File: config.mk
export PLATFORM = sky130hd
export DESIGN_NAME = at_ipd_mqtt_publish_deframer
export DESIGN_NICKNAME = d
export VERILOG_FILES = /design/src/ipd_pkg.sv /design/src/at_ipd_mqtt_publish_deframer.sv
export SDC_FILE = /design/constraint.sdc
export NUM_CORES = 1
export LEC_CHECK = 0
export ABC_AREA = 1
export ABC_CLOCK_PERIOD_IN_PS = 5900
export BUFFER_PORTS_ARGS = -buffer_cell sky130_fd_sc_hd__buf_2
export CAP_MARGIN = 10
export CORE_ASPECT_RATIO = 0.75
export CORE_MARGIN = 1.5
export CORE_UTILIZATION = 32
export DETAILED_ROUTE_END_ITERATION = 16
export SYNTH_ARGS = -nofsm -noshare
export SYNTH_HDL_FRONTEND = slang
export SYNTH_SLANG_ARGS = --single-unit
File: constraint.sdc
create_clock -name clk_i -period 5.9 [get_ports clk_i]
set_input_delay 0.59 -clock clk_i [delete_from_list [all_inputs] [get_ports clk_i]]
set_output_delay 0.59 -clock clk_i [all_outputs]
set_load 0.01 [all_outputs]
File: src/ipd_pkg.sv
// shared constants for the +IPD mqtt publish deframer
package ipd_pkg;

  localparam int unsigned HdrLen = 5;

  typedef logic [1:0] kind_t;

  localparam kind_t KindTopic   = 2'd0;
  localparam kind_t KindPayload = 2'd1;
  localparam kind_t KindEmpty   = 2'd2;
  localparam kind_t KindReject  = 2'd3;

  localparam logic [7:0] ChPlus    = 8'h2B;
  localparam logic [7:0] ChColon   = 8'h3A;
  localparam logic [7:0] ChZero    = 8'h30;
  localparam logic [7:0] ChNine    = 8'h39;
  localparam logic [7:0] MqttPubQ0 = 8'h30;

  localparam logic [0:0] CfgMaxTopic   = 1'b0;
  localparam logic [0:0] CfgMaxPayload = 1'b1;

  localparam logic [6:0] MaxTopicRst   = 7'd64;
  localparam logic [7:0] MaxPayloadRst = 8'd128;

  function automatic logic [7:0] hdr_char(input logic [2:0] pos);
    logic [7:0] c;
    case (pos)
      3'd0:    c = 8'h2B;
      3'd1:    c = 8'h49;
      3'd2:    c = 8'h50;
      3'd3:    c = 8'h44;
      3'd4:    c = 8'h2C;
      default: c = 8'h00;
    endcase
    return c;
  endfunction

endpackage

File: src/at_ipd_mqtt_publish_deframer.sv
// +IPD frame deframer that streams topic and payload bytes of mqtt publish packets
// a result beat is registered and appears in the cycle after the byte that causes it is accepted
// throughput: one rx byte per cycle; the single output register holds off input only
//   while a result waits and out_stall_i is high
// reset: hunting for the header, limits back to 64 topic and 128 payload bytes
module at_ipd_mqtt_publish_deframer #(
  parameter int unsigned MAX_FRAME_LEN = 4096
) (
  input  logic       clk_i,
  input  logic       rst_ni,
  input  logic       in_valid_i,
  output logic       in_stall_o,
  input  logic [7:0] rx_byte_i,
  output logic       out_valid_o,
  input  logic       out_stall_i,
  output logic [1:0] kind_o,
  output logic [7:0] data_o,
  output logic       last_o,
  input  logic       cfg_valid_i,
  output logic       cfg_ready_o,
  input  logic [1:0] cfg_index_i,
  input  logic [7:0] cfg_data_i
);

  typedef enum logic [3:0] {
    PhHunt    = 4'd0,
    PhLen     = 4'd1,
    PhFirst   = 4'd2,
    PhVarint  = 4'd3,
    PhTlenHi  = 4'd4,
    PhTlenLo  = 4'd5,
    PhTopic   = 4'd6,
    PhPayload = 4'd7,
    PhSkip    = 4'd8
  } phase_e;

  phase_e      phase_q, phase_d;
  logic [2:0]  pos_q, pos_d;
  logic [15:0] fl_q, fl_d;
  logic [15:0] fp_q, fp_d;
  logic [27:0] rl_q, rl_d;
  logic [2:0]  cnt_q, cnt_d;
  logic [15:0] tl_q, tl_d;
  logic [15:0] pl_q, pl_d;
  logic [6:0]  max_topic_q;
  logic [7:0]  max_payload_q;
  logic        out_valid_q;
  ipd_pkg::kind_t kind_q;
  logic [7:0]  data_q;
  logic        last_q;

  logic        accept;
  logic [7:0]  b;
  logic        emit;
  ipd_pkg::kind_t emit_kind;
  logic [7:0]  emit_data;
  logic        emit_last;
  logic        reject;
  logic        in_frame;
  logic        do_hunt;
  logic [2:0]  hunt_pos;
  logic        hunt_hit;
  logic        is_digit;
  logic [19:0] len_v;
  logic [15:0] fp_n;
  logic [27:0] vshift;
  logic [2:0]  cnt_n;
  logic [15:0] tl_full;
  logic [15:0] pl_calc;
  logic [16:0] hdr_tl;
  logic [17:0] hdr_tl_pl;

  assign accept      = in_valid_i && !in_stall_o;
  assign in_stall_o  = out_valid_q && out_stall_i;
  assign cfg_ready_o = 1'b1;
  assign out_valid_o = out_valid_q;
  assign kind_o      = kind_q;
  assign data_o      = data_q;
  assign last_o      = last_q;

  assign b        = rx_byte_i;
  assign is_digit = (b >= ipd_pkg::ChZero) && (b <= ipd_pkg::ChNine);
  assign len_v    = ({4'd0, fl_q} << 3) + ({4'd0, fl_q} << 1) + {12'd0, b - ipd_pkg::ChZero};
  assign fp_n     = fp_q + 16'd1;
  assign cnt_n    = cnt_q + 3'd1;
  assign tl_full  = {tl_q[15:8], b};
  assign pl_calc  = rl_q[15:0] - 16'd2 - tl_full;
  assign hdr_tl   = {1'b0, fp_n} + {1'b0, tl_full};
  assign hdr_tl_pl = {1'b0, hdr_tl} + {2'd0, pl_calc};

  assign hunt_pos = (phase_q == PhLen) ? 3'd0 : pos_q;
  assign hunt_hit = (hunt_pos < 3'(ipd_pkg::HdrLen)) && (b == ipd_pkg::hdr_char(hunt_pos));

  always_comb begin
    case (cnt_q[1:0])
      2'd0:    vshift = {21'd0, b[6:0]};
      2'd1:    vshift = {14'd0, b[6:0], 7'd0};
      2'd2:    vshift = {7'd0, b[6:0], 14'd0};
      default: vshift = {b[6:0], 21'd0};
    endcase
  end

  always_comb begin
    phase_d   = phase_q;
    pos_d     = pos_q;
    fl_d      = fl_q;
    fp_d      = fp_q;
    rl_d      = rl_q;
    cnt_d     = cnt_q;
    tl_d      = tl_q;
    pl_d      = pl_q;
    emit      = 1'b0;
    emit_kind = ipd_pkg::KindTopic;
    emit_data = 8'd0;
    emit_last = 1'b0;
    reject    = 1'b0;
    in_frame  = 1'b0;
    do_hunt   = 1'b0;

    case (phase_q)
      PhLen: begin
        if (is_digit) begin
          if (len_v > 20'(MAX_FRAME_LEN)) begin
            phase_d = PhHunt;
            pos_d   = 3'd0;
          end else begin
            fl_d = len_v[15:0];
          end
        end else if (b == ipd_pkg::ChColon) begin
          if (fl_q == 16'd0) begin
            phase_d = PhHunt;
            pos_d   = 3'd0;
          end else begin
            phase_d = PhFirst;
            fp_d    = 16'd0;
            rl_d    = 28'd0;
            cnt_d   = 3'd0;
            tl_d    = 16'd0;
            pl_d    = 16'd0;
          end
        end else begin
          phase_d = PhHunt;
          do_hunt = 1'b1;
        end
      end
      PhFirst, PhVarint, PhTlenHi, PhTlenLo, PhTopic, PhPayload, PhSkip: begin
        in_frame = 1'b1;
        fp_d     = fp_n;
        case (phase_q)
          PhFirst: begin
            if (b != ipd_pkg::MqttPubQ0 || fl_q < 16'd2) reject = 1'b1;
            else phase_d = PhVarint;
          end
          PhVarint: begin
            rl_d  = rl_q | vshift;
            cnt_d = cnt_n;
            if (b[7]) begin
              if (cnt_n >= 3'd4 || fp_n >= fl_q) reject = 1'b1;
            end else begin
              if ({1'b0, fp_n} + 17'd2 >= {1'b0, fl_q}) reject = 1'b1;
              else phase_d = PhTlenHi;
            end
          end
          PhTlenHi: begin
            tl_d    = {b, 8'd0};
            phase_d = PhTlenLo;
          end
          PhTlenLo: begin
            tl_d = tl_full;
            if (tl_full > {9'd0, max_topic_q} || hdr_tl >= {1'b0, fl_q}) begin
              reject = 1'b1;
            end else begin
              pl_d = pl_calc;
              if (pl_calc > {8'd0, max_payload_q} || hdr_tl_pl > {2'd0, fl_q}) begin
                reject = 1'b1;
              end else if (tl_full != 16'd0) begin
                phase_d = PhTopic;
              end else if (pl_calc != 16'd0) begin
                phase_d = PhPayload;
              end else begin
                emit      = 1'b1;
                emit_kind = ipd_pkg::KindEmpty;
                emit_last = 1'b1;
                phase_d   = PhSkip;
              end
            end
          end
          PhTopic: begin
            tl_d      = tl_q - 16'd1;
            emit      = 1'b1;
            emit_kind = ipd_pkg::KindTopic;
            emit_data = b;
            if (tl_q == 16'd1) begin
              if (pl_q == 16'd0) begin
                emit_last = 1'b1;
                phase_d   = PhSkip;
              end else begin
                phase_d = PhPayload;
              end
            end
          end
          PhPayload: begin
            pl_d      = pl_q - 16'd1;
            emit      = 1'b1;
            emit_kind = ipd_pkg::KindPayload;
            emit_data = b;
            if (pl_q == 16'd1) begin
              emit_last = 1'b1;
              phase_d   = PhSkip;
            end
          end
          default: begin
          end
        endcase
      end
      default: begin
        phase_d = PhHunt;
        do_hunt = 1'b1;
      end
    endcase

    if (do_hunt) begin
      if (hunt_hit) begin
        if (hunt_pos == 3'(ipd_pkg::HdrLen - 1)) begin
          phase_d = PhLen;
          fl_d    = 16'd0;
          pos_d   = 3'd0;
        end else begin
          pos_d = hunt_pos + 3'd1;
        end
      end else begin
        pos_d = (b == ipd_pkg::ChPlus) ? 3'd1 : 3'd0;
      end
    end

    if (reject) begin
      emit      = 1'b1;
      emit_kind = ipd_pkg::KindReject;
      emit_data = 8'd0;
      emit_last = 1'b0;
      phase_d   = PhSkip;
    end

    if (in_frame && fp_n >= fl_q) begin
      phase_d = PhHunt;
      pos_d   = 3'd0;
    end
  end

  always_ff @(posedge clk_i or negedge rst_ni) begin
    if (!rst_ni) begin
      phase_q       <= PhHunt;
      pos_q         <= 3'd0;
      fl_q          <= 16'd0;
      fp_q          <= 16'd0;
      rl_q          <= 28'd0;
      cnt_q         <= 3'd0;
      tl_q          <= 16'd0;
      pl_q          <= 16'd0;
      max_topic_q   <= ipd_pkg::MaxTopicRst;
      max_payload_q <= ipd_pkg::MaxPayloadRst;
      out_valid_q   <= 1'b0;
      kind_q        <= ipd_pkg::KindTopic;
      data_q        <= 8'd0;
      last_q        <= 1'b0;
    end else begin
      if (cfg_valid_i && cfg_ready_o && cfg_index_i[1] == 1'b0) begin
        case (cfg_index_i[0])
          ipd_pkg::CfgMaxTopic:   max_topic_q   <= cfg_data_i[6:0];
          ipd_pkg::CfgMaxPayload: max_payload_q <= cfg_data_i;
          default: begin
          end
        endcase
      end
      if (accept) begin
        phase_q <= phase_d;
        pos_q   <= pos_d;
        fl_q    <= fl_d;
        fp_q    <= fp_d;
        rl_q    <= rl_d;
        cnt_q   <= cnt_d;
        tl_q    <= tl_d;
        pl_q    <= pl_d;
      end
      if (accept && emit) begin
        out_valid_q <= 1'b1;
        kind_q      <= emit_kind;
        data_q      <= emit_data;
        last_q      <= emit_last;
      end else if (!out_stall_i) begin
        out_valid_q <= 1'b0;
      end
    end
  end

endmodule

# After elaboration in Yosys (flattened, before gate mapping)
# Index checks and enable logic that the tools add are counted.
# totals
ff_bits	129
inputBits	23
output_inout_bits	14
# classes
add_sub_neg	13
magnitude_cmp	12
n_eq_ne	31
n_mux	96
bitwise	3
n_reduce_logical	32
# ops
cell	count
two-way mux 16 bit	10
case mux 16 bit (2 select lines)	4
two-way mux 28 bit	4
case mux 28 bit (3 select lines)	1
two-way mux 4 bit	18
case mux 28 bit (2 select lines)	1
case mux 16 bit (3 select lines)	1
two-way mux 3 bit	14
case mux 7 bit (5 select lines)	1
>= comparator 17 x 16 -> 1 bit	2
== test 16 x 1 -> 1 bit (second input constant)	2
logical NOT 16 bit	2
nonzero test 16 bit	2
subtractor 16 x 1 -> 16 bit (second input constant)	2
OR 28 bit	1
two-way mux 1 bit	24
two-way mux 8 bit	3
case mux 4 bit (6 select lines)	1
adder 19 x 17 -> 20 bit	1
adder 20 x 8 -> 20 bit	1
greater-than comparator 20 x 13 -> 1 bit (second input constant)	1
adder 17 x 16 -> 18 bit	1
greater-than comparator 18 x 16 -> 1 bit	1
adder 16 x 16 -> 17 bit	1
other kinds (52)	88

# Logic depth before layout (Yosys ltp)
# Gate-level depths: netlist (run 1).
# logic_depth
ltp_word	14
ltp_mapped	40
depth_no_buf	40

# Least setup slack after synthesis (run 1)
# No wires, ideal clock.
# synth_path
kind	flip-flop to flip-flop
start	register fp_q[0]
end	register data_q[7] (netlist: data_o[7])
setup_time_ps	118
arrival_ps	4943
t_required_ps	5782
path_slack_ps	839
stages_incl_launch_ff	40
n_path_buf	0
synth_period_minus_slack_ps	5061
cell_sequence	dfrtp_1 ha_1 nand3_2 nor2_4 inv_1 nand2_1 inv_1 ha_1 inv_1 o21bai_1 a21oi_1 o21bai_1 a21boi_0 o21ai_0 xor2_1 ha_1 nand2_1 nor2_1 [... 4 more ...] xor2_1 ha_1 nand2_1 nor2_1 a211oi_1 nand2_1 nand2_1 nand2_1 a21oi_1 nand3_2 nor2_2 nand3_2 nand2_1 nand2_2 nand2_4 inv_4 nand2_1 nand2_1
# synth_between
elab_chain_len	11
elab_cells_between_ends	25
classes_between	add/sub (4); order compare (4); mux (13); reduce/logical (4)
# synth_rtl
element	line_no	source
start: declaration	at_ipd_mqtt_publish_deframer.sv:40	logic [15:0] fp_q, fp_d;
start signal: assignment	at_ipd_mqtt_publish_deframer.sv:279	fp_q <= fp_d;
adder 16 x 1 -> 16 bit *	at_ipd_mqtt_publish_deframer.sv:84	assign fp_n = fp_q + 16'd1;
adder 16 x 16 -> 17 bit	at_ipd_mqtt_publish_deframer.sv:88	assign hdr_tl = {1'b0, fp_n} + {1'b0, tl_full};
adder 17 x 16 -> 18 bit	at_ipd_mqtt_publish_deframer.sv:89	assign hdr_tl_pl = {1'b0, hdr_tl} + {2'd0, pl_calc};
greater-than comparator 18 x 16 -> 1 bit	at_ipd_mqtt_publish_deframer.sv:174	if (pl_calc > {8'd0, max_payload_q} || hdr_tl_pl > {2'd0, fl_q}) begin
logical OR 1 bit	at_ipd_mqtt_publish_deframer.sv:174	
two-way mux 1 bit	at_ipd_mqtt_publish_deframer.sv:174	
two-way mux 1 bit	at_ipd_mqtt_publish_deframer.sv:170	if (tl_full > {9'd0, max_topic_q} || hdr_tl >= {1'b0, fl_q}) begin
case mux 1 bit (3 select lines) or case mux 1 bit (2 select lines) (tied branches)	at_ipd_mqtt_publish_deframer.sv:149	case (phase_q)
two-way mux 1 bit	at_ipd_mqtt_publish_deframer.sv:120	case (phase_q)
two-way mux 1 bit	at_ipd_mqtt_publish_deframer.sv:236	if (reject) begin
logical AND 1 bit	at_ipd_mqtt_publish_deframer.sv:285	if (accept && emit) begin
end signal: assignment	at_ipd_mqtt_publish_deframer.sv:288	data_q <= emit_data;
end: declaration	at_ipd_mqtt_publish_deframer.sv:49	logic [7:0] data_q;
# Mark *: on every way between the ends. The rest lies on a longest branch, timed or not.
# A chain may end at the register's enable or synchronous reset.

# Final worst setup path (run 1)
# Ends and elaborated chain as after synthesis.

==> results of run 1 <==
==> worst paths after layout <==
check	startpoint	slack [ns]	to
max	fp_q[0]	0.43	data_o[7]
min	rst_ni	0.24	pl_q[9]
max reg2reg	fp_q[0]	0.43	data_o[7]
min reg2reg	data_o[3]	0.47	data_o[3]
max in group asynchronous	rst_ni	4.29	fp_q[5]
min in group clk_i	cfg_data_i[7]	0.38	max_payload_q[7]
==> per-layer routing <==
metal / global-route usage [%] / share of wire (%) / up-vias
met2: 28.59 / 39 / 433
met5: 0 / 0 / -
li1: - / - / 6015
met4: 5.447 / 2.1 / 0
met1: 31.33 / 51 / 5689
met3: 4.232 / 7.8 / 60
==> cell usage after synthesis (3+ instances only) <==
master,instances
o22ai_1,42
o21bai_1,5
nor3_4,3
inv_1,278
nor3_1,23
o211ai_1,6
buf_2,5
ha_1,188
o21a_1,3
clkbuf_1,14
a31oi_1,6
a21oi_2,3
dfrtp_1,115
a211oi_1,3
nor2_1,128
nor4_1,10
and3_1,3
o31ai_1,3
nand4_1,32
o21ai_0,107
clkinv_1,3
nand3b_1,5
a21oi_1,129
nand2_2,12
xnor2_1,18
a21boi_0,4
o21ai_1,8
inv_2,15
nor2_2,12
nand3_2,6
xor2_1,53
buf_4,5
nand3_1,96
fa_1,9
nand2_1,393
o21ai_2,4
==> cell usage in the layout, fill, tap and decap left out, types with 14 or more instances in the layout <==
cell	instances
a21oi_1	127
buf_2	34
buf_4	37
clkbuf_16	17
dfrtp_1	113
ha_1	185
inv_1	276
inv_2	17
nand2_1	391
nand2_2	14
nand3_1	96
nand4_1	32
nor2_1	128
nor3_1	23
o21ai_0	106
o22ai_1	42
xnor2_1	18
xor2_1	51
==> sequential cells by signal, summed over array words and instances (netlist names) <==
register       count
fl_q              16
max_topic_q        7
pl_q              16
out_valid_o        1
pos_q              3
tl_q              16
fp_q              16
last_o             1
data_o             8
kind_o             2
phase_q            4
cnt_q              3
rl_q              16
max_payload_q      8
==> where the power goes <==
group / internal (mW) / total (mW) / switching (mW)
Clock: 0.593 / 1.06 / 0.469
Sequential: 0.837 / 0.869 / 0.0323
Combinational: 0.427 / 1.13 / 0.707
==> cell type report <==
cell class,count,area (um2)
Antenna cell,1,2.502
Clock buffer,18,429.2
Clock inverter,14,142.6
Fill cell,4117,24210
Inverter,297,1117
Multi-Input combinational cell,1339,8397
Sequential cell,117,2933
Tap cell,512,640.6
Timing Repair Buffer,71,447.9
==> timing repair <==
| item | 4_1_cts | 5_1_grt |
|---|---|---|
| buffers inserted | 0 | 8 |
| gates resized for setup | 0 | 22 |
| setup endpoints to repair | 0 | 16 |
==> logic make-up after synthesis <==
| family | after synthesis | share of synthesized area, % |
|---|---|---|
| xor+xnor | 73 | 5.246 |
| simple gates | 735 | 26.20 |
| compound gates | 333 | 14.82 |
| flops | 117 | 23.49 |
| other cells | 1 | 0.03006 |
| fa+ha+maj | 197 | 20.30 |
| buf+inv | 322 | 9.911 |
==> run metrics, run 1 <==
status finished clean; fraction of layout cells with a size suffix above 1 roughly 10%; CP Buf/Inv Count 4; core area ~38,000 um2; Primary FF master, synth dfrtp_1; worst-case reg-to-reg path depth 35; Vias between 10,000 and 15,000; first-pass GRT wire length 63,920 um; hold slack ~0.24 ns; slowest CP cell dfrtp_1; Worst-Skew Late Latency about 0.44 ns; die height around 170 um; Worst EP required about 6.2 ns; fin crit share between 90 and 100%; Slew HR 40.94%; Max clock buf depth 2; Setup WS post-layout around 0.43 ns; Yosys cell types 58; placed wire-length estimate roughly 32,000 um; Post-Syn Area between 10,000 and 15,000 um2; H-tree depth 4; GRT Overall Usage about 20%; Iter 0 DRT Violations 1,087; total gr overflow 0; PortBufs 35; LEAKAGE approximately 7.3 nW; maximum VDD drop around 0.00017 V; Hold Path Class in -> async; cell count after synthesis between 1,500 and 2,000; CP Capture Type flip-flop; Avg Inst Size Synth 7.015 um2; critical path depth in cells 35; fraction of registers with async set/reset 100.0%; clock net sink count 117; Post-Layout Cell Count about 2,400; CTS tree built; area grow syn2layout 13.12%; largest delay contributor family on the critical path simple AND/OR/NAND/NOR gates; Clock Root Buffer clkbuf_16; Post-DRT Antenna Nets 0; synth warn 0; vias per inst between 5 and 6; Final Util between 30% and 40%; DRC violations left 0; Worst-Margin Slew approximately 0.88 ns; Post-CTS Hold Buffers 0; Critical Path Most Common Cell nand2_1; placed cell areas 13,380 um2; Synth top area share a little under a quarter; Worst Skew approximately 0.010 ns; critical path's largest stage delay between 0.4 and 0.5 ns; crit path launch type flip-flop; Setup-failing EPs final 0; fin nets around 2,100; f_max roughly 0.18 GHz; Max Cap Viol 0; fin area 14,110 um2; initial core utilization between 30% and 40%; gpl congestion about 0.94; largest area contributor in the netlist dfrtp_1; first-pass iteration count of the detailed router 5; vias in the first global route ~11,000; Num CTS Buffers 17; Crit Path Class reg -> reg; IO Count 37; dpl cells about 2,300; Pwr Total a little over 3 mW; DRT Wirelength about 41,000 um; DIE AREA about 40,000 um2; fin crit period between 5 and 6 ns; pre-CTS setup slack between 0.15 and 0.2 ns; routed len/inst approximately 17 um; largest net degree at the start of global routing between 60 and 70; #FFs+latches synth between 100 and 150; clk slew on worst S/H paths approximately 0.070 ns; setup TNS 0 ns; syn_nets ~2,000; register area share after synthesis a little under a quarter; Rows 62; final hold vios 0; antenna violations before repair 1; Post-synth EDFFs 0; die width between 200 and 250 um; final-report max-slew violation count 0; Crit Path Max Fanout 10; Worst EP arrival about 5.8 ns; synth top area cells dfrtp_1 (23%), ha_1 (19%), nand2_1 (12%); cell area power density 217.2 nW/um2
Note: power is estimated with default switching activity, not from simulation.
==> inputs of run 2 (changes only) <==
--- a/config.mk
+++ b/config.mk
@@ -5,14 +5,13 @@
 export SDC_FILE = /design/constraint.sdc
 export NUM_CORES = 1
 export LEC_CHECK = 0
-export ABC_AREA = 1
 export ABC_CLOCK_PERIOD_IN_PS = 5900
 export BUFFER_PORTS_ARGS = -buffer_cell sky130_fd_sc_hd__buf_2
 export CAP_MARGIN = 10
 export CORE_ASPECT_RATIO = 0.75
-export CORE_MARGIN = 1.5
 export CORE_UTILIZATION = 32
 export DETAILED_ROUTE_END_ITERATION = 16
 export SYNTH_ARGS = -nofsm -noshare
 export SYNTH_HDL_FRONTEND = slang
 export SYNTH_SLANG_ARGS = --single-unit
+export TNS_END_PERCENT = 10
==> run 2 against run 1 <==
  * The run now ends with setup timing left
  * Sequential cell count did not move
  * Maximum frequency shrank 13%
  * Cell area up 9.3%
  * Setup slack worse by 0.79 ns
  * Sequential share of layout area shrank 1.8 points
  * Synthesized cell count fell by 16%
  * Critical path depth shrank 6
  * Count of clock-buffer cells in the layout unchanged
  * Combinational power grew to 7.5 times the previous value
  * First-iteration DRC count is 1.2% higher
  * Critical path type unchanged
  * Largest power group unchanged
  * Highest routed layer unchanged
==> run metrics, run 2 <==
Critical Path Most Common Cell a21o_1; dpl cells between 2,000 and 2,500; DRT Wirelength approximately 40,000 um; Worst-Skew Late Latency 0.45 ns; H-tree depth 4; Post-DRT Antenna Nets 0; Max clock buf depth 2; Worst Skew approximately 0.016 ns; Num CTS Buffers 17; commonest non-fill, non-tap cells in the layout buf_4 (207), ha_1 (178), inv_1 (143), o21ai_0 (131), nand2_1 (116); largest area contributor in the netlist dfrtp_1; fraction of registers with async set/reset 100.0%; fin crit share 106.0%; cell count after synthesis between 1,000 and 1,500; maximum VDD drop around 0.00051 V; Worst-Margin Slew ~1.2 ns; top cells by count, synth ha_1 (188), inv_1 (148), o21ai_0 (134), nand2_1 (118); Setup-failing EPs final 16; setup repair after global routing missed its margin yes; Crit Path Max Fanout 4; Hold Path Class in -> async; fin nets around 1,900; critical path's largest stage delay approximately 0.41 ns; vias in the first global route approximately 11,000; Post-synth EDFFs 0; syn_nets 1,714; vias per inst 5.390; CTS tree built; slowest CP cell dfrtp_2; antenna violations before repair 1; Post-Layout Cell Count ~2,200; clk slew on worst S/H paths about 0.060 ns; clock share of power between 10% and 20%; Vias 11,980; largest net degree at the start of global routing 60; fraction of layout cells with a size suffix above 1 a little under a quarter; #FFs+latches synth ~120; crit path launch type flip-flop; synth warn 0; flop2flop setup slack -0.35 ns; register area share after synthesis 24.20%; IO Count 37; synth top area cells dfrtp_1 (24%), ha_1 (19%), o21ai_0 (5.5%); fin crit period ~6.3 ns; Synth top area share 23.76%; Post-Syn Area around 12,000 um2; fill count 3,714; Setup WS post-layout -0.3537 ns; final hold vios 0; Worst EP arrival between 6 and 7 ns; DRC violations left 0; register share of total power between 10% and 20%; routed len/inst between 15 and 20 um; core area ~37,000 um2; status complete, but fails checks; Rows 61; f_max roughly 0.16 GHz; die width about 230 um; clock net sink count approximately 120; Crit Path Class reg -> reg; Switching Share around 47%; die height about 170 um; Iter 0 DRT Violations between 1,000 and 1,500; NetSw approximately 5 mW; PortBufs 35; GRT Overall Usage 21.00%; area grow syn2layout 27.38%; initial core utilization about a third; CP Capture Type flip-flop; DIE AREA approximately 39,000 um2; Clock Root Buffer clkbuf_16; Gate power share between 70% and 80%; Worst EP required 6.22 ns; final-report max-slew violation count 0; first-pass iteration count of the detailed router 6; count leader, synth ha_1; area of the multi-input gates 8865 um2; commonest non-fill, non-tap cell in the layout buf_4; Diodes inserted 0; gpl congestion slightly above 0.9; pre-CTS setup slack -0.6593 ns; first-pass GRT wire length slightly above 60,000 um; Primary FF master, synth dfrtp_1; Max Cap Viol 0; Slew HR between 20% and 30%; Int Pwr roughly 5.7 mW; placed wire-length estimate between 30,000 and 40,000 um; failing checks setup timing; Yosys cell types 86; storage element area between 2000 and 3000 um2; LEAKAGE about 7.3 nW; total gr overflow 0; Avg Inst Size Synth between 8 and 9 um2; cell area power density approximately 700 nW/um2
run 2: area by class of cell:
type	instances	share of cell area, %
well taps	504	4.088
flip-flops and latches	117	19.00
multi-input cells	1173	57.47
repair buffers	249	11.93
clock buffers	18	2.847
inverters	148	3.642
clock inverters	14	1.022
run 2: cells by family (layout without fill, tap and decap cells):
group	Yosys count	count (layout)	share of synthesized area [%]
multiplexers	14	14	1.271
flip-flops	117	117	24.20
AND/OR/NAND/NOR	455	455	18.87
other	1	1	0.03097
adder cells (fa/ha/maj)	197	197	20.91
AO/OA/AOI/OAI	424	424	22.21
buffers and inverters	204	429	6.581
XOR/XNOR	82	82	5.930
run 2: final timing paths:
path | from | to | cells past startpoint
max | fp_q[0] | out_valid_o | 29
min | rst_ni | fp_q[9] | 1
max reg2reg | fp_q[0] | out_valid_o | 29
min reg2reg | pl_q[7] | pl_q[7] | 2
max in group asynchronous | rst_ni | max_topic_q[1] | 2
min in group clk_i | cfg_data_i[2] | max_topic_q[2] | 3
run 2: per-stage QoR:
| step | power [mW] | area [um2] | hold WS, ns | util [%] | setup TNS (ns) |
|---|---|---|---|---|---|
| after detailed placement | 8.778 | 14270 | 0.4884 | 38.39 | -9.346 |
| after CTS | 10.29 | 15110 | 0.2349 | 40.65 | -5.954 |
| final | 10.68 | 15430 | 0.2160 | 41.50 | -4.591 |
| after floorplan | 5.714 | 12120 | 0.2944 | - | 0 |
| after global routing | 11.54 | 15430 | 0.2862 | 41.50 | -8.305 |
| after global placement | 8.578 | 14270 | 0.4818 | 38.39 | -6.529 |
run 2: routing by layer:
metal  wire length, um  global-route usage [%]
met5                 0                       0
met4               555                   5.259
met3              3468                   4.990
met2             17020                   30.70
met1             19320                   30.56
run 2: power by group through the flow:
stage	Combinational, mW	Sequential [mW]	Clock (mW)
2_1_floorplan	4.65	1.06	0
3_3_place_gp	7.47	1.11	0
3_5_place_dp	7.66	1.12	0
4_1_cts	8.09	1.10	1.10
5_1_grt	9.29	1.13	1.13
6_report	8.49	1.11	1.08
run 2: critical path, delay by kind of cell, from the launching register on:
kind	cells	cell delay [ns]
AO/OA/AOI/OAI	12	2.22
XOR/XNOR	2	0.34
adder cells (fa/ha/maj)	4	1.19
buffers and inverters	5	0.72
flip-flops	1	0.41
AND/OR/NAND/NOR	6	1.26
run 2: repair_timing:
| action | in CTS | in global routing |
|---|---|---|
| endpoints found under the setup margin | 16 | 32 |
| gates resized for setup | 39 | 51 |
| gates cloned | 0 | 0 |
| hold buffers | 0 | 0 |
| pin swaps | 28 | 31 |
| setup buffers | 6 | 4 |
